## src/hdl/mpsd_pkg.sv

```systemverilog
// Shared types, constants and window check for the multiplexed PWM sensor decoder.
`timescale 1ns / 1ps

package mpsd_pkg;

  localparam int TS_W      = 32;
  localparam int CH_W      = 2;
  localparam int WIN_W     = 64;
  localparam int CFG_IDX_W = 3;
  localparam int CFG_W     = 64;
  localparam int OUT_W     = 3 * TS_W;

  typedef enum logic [CH_W-1:0] {
    CH_DIAG  = 2'd0,
    CH_TEMP  = 2'd1,
    CH_PRESS = 2'd2
  } channel_t;

  typedef enum logic [CFG_IDX_W-1:0] {
    CFG_DIAG_PERIOD  = 3'd0,
    CFG_DIAG_WIDTH   = 3'd1,
    CFG_TEMP_PERIOD  = 3'd2,
    CFG_TEMP_WIDTH   = 3'd3,
    CFG_PRESS_PERIOD = 3'd4,
    CFG_PRESS_WIDTH  = 3'd5,
    CFG_PKT_LIMIT    = 3'd6
  } cfg_index_t;

  // One edge in flight through the pipeline: tick difference, later microseconds.
  typedef struct packed {
    logic            valid;
    logic            rise;
    logic [TS_W-1:0] value;
  } item_t;

  // Exclusive window: minimum in the low word, maximum in the high word.
  function automatic logic in_window(input logic [TS_W-1:0] v, input logic [WIN_W-1:0] win);
    logic [TS_W-1:0] lo;
    logic [TS_W-1:0] hi;
    lo = win[TS_W-1:0];
    hi = win[WIN_W-1:TS_W];
    return (v > lo) && (v < hi);
  endfunction

endpackage

```

## src/hdl/mpsd_tick_div.sv

```systemverilog
// Registered conversion of a tick count to microseconds by reciprocal multiplication.
`timescale 1ns / 1ps

module mpsd_tick_div #(
  parameter int TICKS_PER_US = 10
) (
  input  logic           clk,
  input  logic           rst,
  input  logic           en,
  input  mpsd_pkg::item_t in_item,
  output mpsd_pkg::item_t out_item
);
  import mpsd_pkg::*;

  // With SHIFT = 32 + ceil(log2(T)) and MULT = ceil(2^SHIFT / T), the top bits of
  // value * MULT are exactly value / T for every 32-bit value.
  localparam int          LOG_T  = $clog2(TICKS_PER_US);
  localparam int          SHIFT  = TS_W + LOG_T;
  localparam int          PROD_W = SHIFT + TS_W;
  localparam logic [63:0] POW    = 64'd1 << SHIFT;
  localparam logic [63:0] MULT   = (POW + 64'(TICKS_PER_US) - 64'd1) / 64'(TICKS_PER_US);

  logic [PROD_W-1:0] prod;

  assign prod = PROD_W'(in_item.value) * PROD_W'(MULT);

  always_ff @(posedge clk) begin
    if (rst) begin
      out_item <= '0;
    end else if (en) begin
      out_item.valid <= in_item.valid;
      out_item.rise  <= in_item.rise;
      out_item.value <= prod[SHIFT +: TS_W];
    end
  end

endmodule

```

## src/hdl/multiplexed_pwm_sensor_decoder_unit.sv

```systemverilog
// Top level of the multiplexed PWM sensor decoder: capture stage, slot tracking and result register.
//
//   channel  | dir | tdata (low bit up)                       | tuser
//   s_axis   | in  | timestamp[31:0]                          | edge_rising
//   m_axis   | out | width_us, period_us_out, packet_number   | channel[1:0]
//   cfg      | in  | cfg_we / cfg_index / cfg_data, write only | -
//
// One edge is taken every cycle while the result register is empty or being read;
// each edge passes the difference register and the reciprocal multiplier register
// before its result reaches the result register, which transfers when the receiver is ready.
// All three stages advance together whenever the result register is empty or
// being read, so a stalled output holds every stage in place.
// Reset clears the slot tracking, the counter and the stage valid bits.
`timescale 1ns / 1ps

module multiplexed_pwm_sensor_decoder_unit #(
  parameter int TICKS_PER_US = 10
) (
  input  logic                           clk,
  input  logic                           rst,
  input  logic                           s_axis_tvalid,
  output logic                           s_axis_tready,
  input  logic [mpsd_pkg::TS_W-1:0]      s_axis_tdata,   // timestamp
  input  logic [0:0]                     s_axis_tuser,   // edge_rising
  output logic                           m_axis_tvalid,
  input  logic                           m_axis_tready,
  output logic [mpsd_pkg::OUT_W-1:0]     m_axis_tdata,   // width_us, period_us_out, packet_number
  output logic [mpsd_pkg::CH_W-1:0]      m_axis_tuser,   // channel
  input  logic                           cfg_we,
  input  logic [mpsd_pkg::CFG_IDX_W-1:0] cfg_index,
  input  logic [mpsd_pkg::CFG_W-1:0]     cfg_data
);
  import mpsd_pkg::*;

  localparam logic [1:0] SLOT_BAD = 2'd3;

  logic [WIN_W-1:0] diag_period_window;
  logic [WIN_W-1:0] diag_width_window;
  logic [WIN_W-1:0] temp_period_window;
  logic [WIN_W-1:0] temp_width_window;
  logic [WIN_W-1:0] press_period_window;
  logic [WIN_W-1:0] press_width_window;
  logic [TS_W-1:0]  packet_count_limit;

  logic [TS_W-1:0] last_rise_time;
  logic [TS_W-1:0] held_width, held_width_next;
  logic [1:0]      slot_index, slot_index_next;
  logic            synced, synced_next;
  logic [TS_W-1:0] packet_counter, packet_counter_next;

  logic advance;
  logic in_take;
  item_t a_item;
  item_t b_item;

  logic            diag_hit;
  logic            synced_eff;
  logic [1:0]      slot_eff;
  logic            hit;
  channel_t        chan;
  logic [TS_W-1:0] cnt_inc;
  logic [TS_W-1:0] cnt_wrapped;

  channel_t        out_channel;
  logic [TS_W-1:0] out_width;
  logic [TS_W-1:0] out_period;
  logic [TS_W-1:0] out_packet;

  assign advance       = !m_axis_tvalid || m_axis_tready;
  assign s_axis_tready = advance;
  assign in_take       = s_axis_tvalid && advance;

  always_ff @(posedge clk) begin
    if (rst) begin
      diag_period_window  <= '0;
      diag_width_window   <= '0;
      temp_period_window  <= '0;
      temp_width_window   <= '0;
      press_period_window <= '0;
      press_width_window  <= '0;
      packet_count_limit  <= '1;
    end else if (cfg_we) begin
      unique case (cfg_index)
        CFG_DIAG_PERIOD:  diag_period_window  <= cfg_data;
        CFG_DIAG_WIDTH:   diag_width_window   <= cfg_data;
        CFG_TEMP_PERIOD:  temp_period_window  <= cfg_data;
        CFG_TEMP_WIDTH:   temp_width_window   <= cfg_data;
        CFG_PRESS_PERIOD: press_period_window <= cfg_data;
        CFG_PRESS_WIDTH:  press_width_window  <= cfg_data;
        CFG_PKT_LIMIT:    packet_count_limit  <= cfg_data[TS_W-1:0];
        default: ;
      endcase
    end
  end

  // The tick difference is taken against the previous rising edge as the edge
  // enters, so the reference time can move on in the same cycle.
  always_ff @(posedge clk) begin
    if (rst) begin
      last_rise_time <= '0;
      a_item         <= '0;
    end else begin
      if (in_take && s_axis_tuser[0]) begin
        last_rise_time <= s_axis_tdata;
      end
      if (advance) begin
        a_item.valid <= in_take;
        a_item.rise  <= s_axis_tuser[0];
        a_item.value <= s_axis_tdata - last_rise_time;
      end
    end
  end

  mpsd_tick_div #(
    .TICKS_PER_US(TICKS_PER_US)
  ) u_div (
    .clk     (clk),
    .rst     (rst),
    .en      (advance),
    .in_item (a_item),
    .out_item(b_item)
  );

  assign cnt_inc     = packet_counter + TS_W'(1);
  assign cnt_wrapped = (cnt_inc > packet_count_limit) ? '0 : cnt_inc;

  always_comb begin
    diag_hit            = in_window(b_item.value, diag_period_window);
    synced_eff          = synced || diag_hit;
    slot_eff            = diag_hit ? 2'd0 : slot_index;
    hit                 = 1'b0;
    chan                = CH_DIAG;
    held_width_next     = held_width;
    slot_index_next     = slot_index;
    synced_next         = synced;
    packet_counter_next = packet_counter;

    if (b_item.valid) begin
      if (!b_item.rise) begin
        held_width_next = b_item.value;
      end else if (synced_eff) begin
        synced_next = 1'b1;
        unique case (slot_eff)
          2'd0: begin
            chan = CH_DIAG;
            hit  = diag_hit && in_window(held_width, diag_width_window);
          end
          2'd1: begin
            chan = CH_TEMP;
            hit  = in_window(b_item.value, temp_period_window)
                && in_window(held_width, temp_width_window);
          end
          2'd2: begin
            chan = CH_PRESS;
            hit  = in_window(b_item.value, press_period_window)
                && in_window(held_width, press_width_window);
            if (hit) begin
              packet_counter_next = cnt_wrapped;
            end
          end
          default: begin
            hit = 1'b0;
          end
        endcase
        // Slot three only arises from a corrupted state; it steps on to slot one.
        unique case (slot_eff)
          2'd0:    slot_index_next = 2'd1;
          2'd1:    slot_index_next = 2'd2;
          2'd2:    slot_index_next = 2'd0;
          default: slot_index_next = 2'd1;
        endcase
      end
    end
  end

  always_ff @(posedge clk) begin
    if (rst) begin
      held_width     <= '0;
      slot_index     <= '0;
      synced         <= 1'b0;
      packet_counter <= '0;
      m_axis_tvalid  <= 1'b0;
    end else if (advance) begin
      held_width     <= held_width_next;
      slot_index     <= slot_index_next;
      synced         <= synced_next;
      packet_counter <= packet_counter_next;
      m_axis_tvalid  <= hit;
    end
  end

  always_ff @(posedge clk) begin
    if (advance && hit) begin
      out_channel <= chan;
      out_width   <= held_width;
      out_period  <= b_item.value;
      out_packet  <= packet_counter_next;
    end
  end

  assign m_axis_tdata = {out_packet, out_period, out_width};
  assign m_axis_tuser = out_channel;

`ifndef SYNTHESIS
  a_no_result_unsynced: assert property (@(posedge clk) disable iff (rst)
    m_axis_tvalid |-> synced)
    else $error("result present while decoder is not synchronized");

  a_slot_range: assert property (@(posedge clk) disable iff (rst)
    slot_index != SLOT_BAD)
    else $error("slot index reached the unused code");

  a_channel_range: assert property (@(posedge clk) disable iff (rst)
    m_axis_tvalid |-> (m_axis_tuser != SLOT_BAD))
    else $error("result carries an invalid channel");

  a_falling_no_result: assert property (@(posedge clk) disable iff (rst)
    (advance && b_item.valid && !b_item.rise) |=> !m_axis_tvalid)
    else $error("falling edge produced a result");
`endif

endmodule

```

## config.mk

```make
export PLATFORM = sky130hd
export DESIGN_NAME = multiplexed_pwm_sensor_decoder_unit
export DESIGN_NICKNAME = d
export VERILOG_FILES = /design/src/hdl/mpsd_pkg.sv /design/src/hdl/mpsd_tick_div.sv /design/src/hdl/multiplexed_pwm_sensor_decoder_unit.sv
export SDC_FILE = /design/constraint.sdc
export NUM_CORES = 2
export LEC_CHECK = 0
export BUFFER_PORTS_ARGS = -buffer_cell sky130_fd_sc_hd__buf_2
export CORE_MARGIN = 2
export CORE_UTILIZATION = 50
export CTS_CLUSTER_DIAMETER = 100
export DETAILED_ROUTE_END_ITERATION = 7
export PLACE_DENSITY_LB_ADDON = 0.05
export SKIP_CTS_REPAIR_TIMING = 1
export SYNTH_ARGS = -nofsm -noshare
export SYNTH_HDL_FRONTEND = slang
export SYNTH_SLANG_ARGS = --single-unit
```

## constraint.sdc

```tcl
create_clock -name clk -period 9.6 [get_ports clk]
set_clock_uncertainty 0.05 [all_clocks]
set_input_delay 0.48 -clock clk [delete_from_list [all_inputs] [get_ports clk]]
set_output_delay 0.48 -clock clk [all_outputs]
set_load 0.05 [all_outputs]
```

# Word-level counts from Yosys, hierarchy flattened
# Index checks and enable logic that the tools add are counted.
# totals
regBits	670
output_inout_bits	100
inputBits	105
memories	0
ramBits	0
mem_bits_ro	0
word_cells	88
latchBits	0
# op_classes
n_reduce_logical	27
n_mul	1
n_bitwise	1
magnitude_cmp	13
shifts	0
eq_ne	8
add_sub_neg	2
n_div	0
mux	13
# ops
cell	n
29-bit by 32-bit > comparator with 1-bit output	6
29-bit by 32-bit < comparator with 1-bit output	6
32-bit 2-to-1 mux	6
32-bit by 32-bit multiplier with 64-bit output, second input constant	1
32-bit by 1-bit adder with 32-bit output, second input constant	1
32-bit > comparator	1
32-bit subtractor	1
2-bit AND reduction	7
1-bit logical AND	12
3-bit equality test, second input constant	3
2-bit case mux with 2 select lines	2
3-bit by 2-bit equality test with 1-bit output, second input constant	2
3-bit AND reduction	2
4-bit AND reduction	1
3-bit by 1-bit equality test with 1-bit output, second input constant	1
3-bit logical NOT	1
1-bit 2-to-1 mux	3
1-bit case mux with 3 select lines	1
2-bit by 1-bit equality test with 1-bit output, second input constant	1
2-bit equality test, second input constant	1
2-bit logical NOT	1
1-bit logical OR	2
2-bit 2-to-1 mux	1
1-bit logical NOT	1
1-bit NOT	1

# Depth between registers and ports, before layout
# depth
word_depth	9
depth_mapped	26
mapped_depth_nobuf	26

# Hierarchy
# Synthesis repeated with hierarchy kept, for this count alone.
# unflattened
cells_unflattened	6186
hier_area_um2	53038.4
# modules_own_cells
mod	seq_area_each_um2	instances	area_each_um2	cells_per_inst
multiplexed_pwm_sensor_decoder_unit	13953.4	1	34812.1	4312
mpsd_tick_div	620.6	1	18226.2	1874

# Worst setup path before layout
# Ideal clock, no wire load.
# synth_timing
kind	flip-flop to flip-flop
from	register u_div.out_item[11] (netlist bit)
to	register out_channel[0], in the netlist m_axis_tuser[0] (enable)
setup_time_ps	554
path_buffers	0
slack_ps	966
path_stages_with_launch	20
arrival_ps	8030
period_less_slack_ps	8634
required_time_ps	8996
path_cell_list	dfxtp_1 > ha_1 > and4_1 > a21o_1 > a221oi_1 > nor2_1 > a211oi_1 > o31a_1 > o211ai_1 > nand2_1 > inv_1 > ha_1 > or4b_1 > a21oi_1 > o2111ai_1 > a211o_1 > or4_4 > o22a_1 > o21ai_0 > nor2b_1
# synth_via
elab_chain_len	9
elab_cells_between_ends	22
cone_classes	6 x order compare; 2 x eq/ne; 5 x mux; 9 x reduce/logical
# synth_rtl
element	line_no	source
start, declared	mpsd_tick_div.sv:11	output mpsd_pkg::item_t out_item
29-bit by 32-bit > comparator with 1-bit output or 29-bit by 32-bit < comparator with 1-bit output (tied branches)	mpsd_pkg.sv:42	return (v > lo) && (v < hi);
1-bit logical AND	mpsd_pkg.sv:42	
2-bit 2-to-1 mux	multiplexed_pwm_sensor_decoder_unit.sv:130	slot_eff = diag_hit ? 2'd0 : slot_index;
2-bit equality test, or another cell as far along	multiplexed_pwm_sensor_decoder_unit.sv:143	unique case (slot_eff)
1-bit case mux with 3 select lines	multiplexed_pwm_sensor_decoder_unit.sv:143	
1-bit 2-to-1 mux (*)	multiplexed_pwm_sensor_decoder_unit.sv:141	end else if (synced_eff) begin
1-bit 2-to-1 mux (*)	multiplexed_pwm_sensor_decoder_unit.sv:139	if (!b_item.rise) begin
1-bit 2-to-1 mux (*)	multiplexed_pwm_sensor_decoder_unit.sv:138	if (b_item.valid) begin
1-bit logical AND (*)	multiplexed_pwm_sensor_decoder_unit.sv:193	if (advance && hit) begin
end signal, assigned	multiplexed_pwm_sensor_decoder_unit.sv:194	out_channel <= chan;
end, declared	multiplexed_pwm_sensor_decoder_unit.sv:64	channel_t out_channel;
# Every way passes the cells marked *; elsewhere a longest branch is shown, timed or not.
# A chain may end at the register's enable or synchronous reset.

# Final worst setup path
# layout_timing
from	register a_item[3] (netlist bit)
to	register u_div.out_item[25] (netlist bit)
# layout_via
elab_chain_len	1
# layout_rtl
element	line_no	source
start, declared	multiplexed_pwm_sensor_decoder_unit.sv:53	item_t a_item;
32-bit by 32-bit multiplier with 64-bit output	mpsd_tick_div.sv:25	assign prod = PROD_W'(in_item.value) * PROD_W'(MULT);
# Every way passes these cells.

==> run_results.csv <==
group,metric,value,unit
cts,cts_buffer_depth,3,
outcome,status,"complete, no violations",
hold_path,holdCritPathClass,"in2reg",
route,wl_met1,75.7,mm
route,wire_per_inst,21.5,um
synth,synth_seq_area_share,27.9,%
floorplanning,core,102000,sq um
sta,setup_viol,0,
sta,period_share,85.1,%
cts,insertion_delay,0.68,ns
worst_setup_path,path_max_fanout,9,
route,wl_met3,10.4,mm
sta,setup_tns,0,ns
cts,cts_max_level,3,
synth,ys_dominant_reg_cell,"dfxtp_1",
sta,final.min_clock_period,8.17,ns
synth,async_reset_ff_share,0,%
grt,grt_max_degree,191,
floorplanning,die_h,325,um
cts,numCtsBuffers,79,
route,dr_wl_met2,71.0,mm
grt,grt_pass1_wl,247,mm
placement,dp.cells,7407,
placement,routabilityCongestion,0.971,
route,remaining_drc_errors,0,
sta,max_slew_margin,25.5,%
synth,syn_inst,5986,
placement,post-place-ws,1.48,ns
route,wl,162,mm
worst_setup_path,worstPathArrival,8.68,ns
cts,clkSlewWorstSetupHoldPaths,0.06,ns
cts,clock-sinks,670,
grt,antenna_found_initial,11,
cells_and_area,area_growth,9.88,%
cells_and_area,nets,7369,
cells_and_area,stdcell_count,7552,
cells_and_area,final_cell_mix,"nand2_1, inv_1, ha_1",
synth,synth_cell_types,74,
floorplanning,die_width,325,um
placement,dp_hpwl,123,mm
grt,grt_pass1_vias,39585,
route,ant_nets,0,
floorplanning,die_area,105000,sq um
route,first_pass_iters,5,
grt,gr-total-overflow,0,
cells_and_area,drive_above_1_share,6.81,%
synth,syn-cell-area,51400,sq um
run,drv_cap,0,
sta,rsz0062_at_grt,"no",
sta,hold_violations,0,
cts,root_buffer,"clkbuf_16",
floorplanning,initial_utilization,50.5,%
synth,syn_area_per_cell,8.59,sq um
worst_setup_path,end_kind,"register",
cells_and_area,n_antenna_cell,0,
synth,synth-edff-count,92,
route,vias,41128,
route,highest_layer,"met5",
sta,worst_pin_slew,1.12,ns
sta,fmax,122,MHz
worst_setup_path,startpoint_type,"register",
synth,synth_seq_cells,670,
route,via_per_inst,5.45,
synth,yosysWarnings,0,
sta,fin_ws,1.43,ns
floorplanning,io_pins,205,
worst_setup_path,critical_path_class,"reg2reg",
route,drtIter0Drc,3266,
grt,grt_usage,30.7,%
cells_and_area,layout_commonest_cell,"nand2_1",
cts,tritoncts,"done",
worst_setup_path,cp.required,10.11,ns
placement,place.port_buffers,198,
sta,timing.final.max_slew_violations,0,
floorplanning,std_cell_rows,117,
-- cells by family after synthesis --
kind of cell             synth area share [%]
multiplexers                            0.370
AO/OA/AOI/OAI                            13.6
other                                 0.00729
XOR/XNOR                                 2.08
flip-flops                               27.9
adder cells (fa/ha/maj)                  33.5
buffers and inverters                    8.88
AND/OR/NAND/NOR                          13.7
-- worst paths after layout --
kind	slack [ns]	end	depth (start not counted)	from
worst max register to register	1.43	u_div.out_item[25]	22	a_item[3]
worst min register to register	0.40	u_div.out_item[33]	2	a_item[33]
worst max-delay path	1.43	u_div.out_item[25]	22	a_item[3]
worst min-delay path	0.01	last_rise_time[26]	3	s_axis_tdata[26]
-- layer usage --
metal / track usage (%) / vias to the layer above
li1: - / 19871
met1: 44.6 / 19912
met2: 47.1 / 1130
met3: 5.02 / 209
met4: 8.83 / 6
met5: 0 / -
-- metrics by stage --
step / hold WS (ns) / utilization [%] / instance area (sq um)
floorplan: 0.381 / - / 51400
global placement: 0.389 / 52.9 / 53900
detailed placement: 0.396 / 52.9 / 53900
CTS: -0.0216 / 55.4 / 56500
global route: 0.0148 / 55.4 / 56500
finish: 0.0139 / 55.4 / 56500
-- sequential cells by signal (all words and copies together), names as in the netlist, 29 cells and up --
signal               flops
u_div.out_item          31
diag_width_window       64
out_period              29
packet_count_limit      32
temp_period_window      64
press_width_window      64
press_period_window     64
a_item                  34
last_rise_time          32
diag_period_window      64
packet_counter          32
out_width               29
temp_width_window       64
held_width              29
out_packet              32
-- final cells by class --
| class | instances | area [sq um] |
|---|---|---|
| Fill cell | 9694 | 45400 |
| Clock buffer | 115 | 2320 |
| Tap cell | 1368 | 1710 |
| Sequential cell | 670 | 14300 |
| Multi-Input combinational cell | 4114 | 32600 |
| Inverter | 995 | 3730 |
| Timing Repair Buffer | 260 | 1490 |
| Clock inverter | 30 | 273 |
-- worst max-delay path, stage by stage (launching register included) --
cell	delay, ns
dfxtp_1	0.54
ha_1	0.42
xor2_1	0.66
xor2_1	0.20
fa_1	0.58
fa_1	0.53
fa_1	0.53
fa_1	0.52
fa_1	0.54
inv_1	0.05
fa_1	0.53
inv_1	0.04
ha_1	0.33
nand3_1	0.11
nor2_1	0.17
nand4_1	0.13
a221o_1	0.28
a41o_1	0.29
a2111o_1	0.55
a211o_1	0.34
a21boi_0	0.27
o21ai_0	0.12
a32o_1	0.26
-- synth_stat cells (all sizes together) (11+ instances only) --
| cell type | number | area [sq um] |
|---|---|---|
| nand2 | 1143 | 4290 |
| inv | 995 | 3730 |
| ha | 757 | 9470 |
| a21oi | 664 | 3320 |
| dfxtp | 578 | 11600 |
| fa | 387 | 7750 |
| clkbuf | 194 | 728 |
| a21o | 155 | 1160 |
| o21ai | 155 | 776 |
| nor2 | 121 | 454 |
| edfxtp | 92 | 2760 |
| nand4 | 71 | 444 |
| xnor2 | 62 | 543 |
| xor2 | 60 | 526 |
| nor2b | 53 | 332 |
| nand3 | 50 | 250 |
| o211ai | 41 | 308 |
| nor3 | 36 | 180 |
| nand2b | 33 | 206 |
| or3 | 28 | 175 |
| and3 | 26 | 163 |
| o21a | 26 | 195 |
| a211oi | 23 | 178 |
| and2 | 21 | 131 |
| mux2i | 19 | 190 |
| buf | 18 | 100 |
| or4 | 18 | 139 |
| o31ai | 16 | 120 |
| a31oi | 12 | 75.1 |
| a211o | 11 | 96.3 |
Power is not shown: default switching activity piles up to over one toggle a cycle in this logic, so the estimate is an artifact.
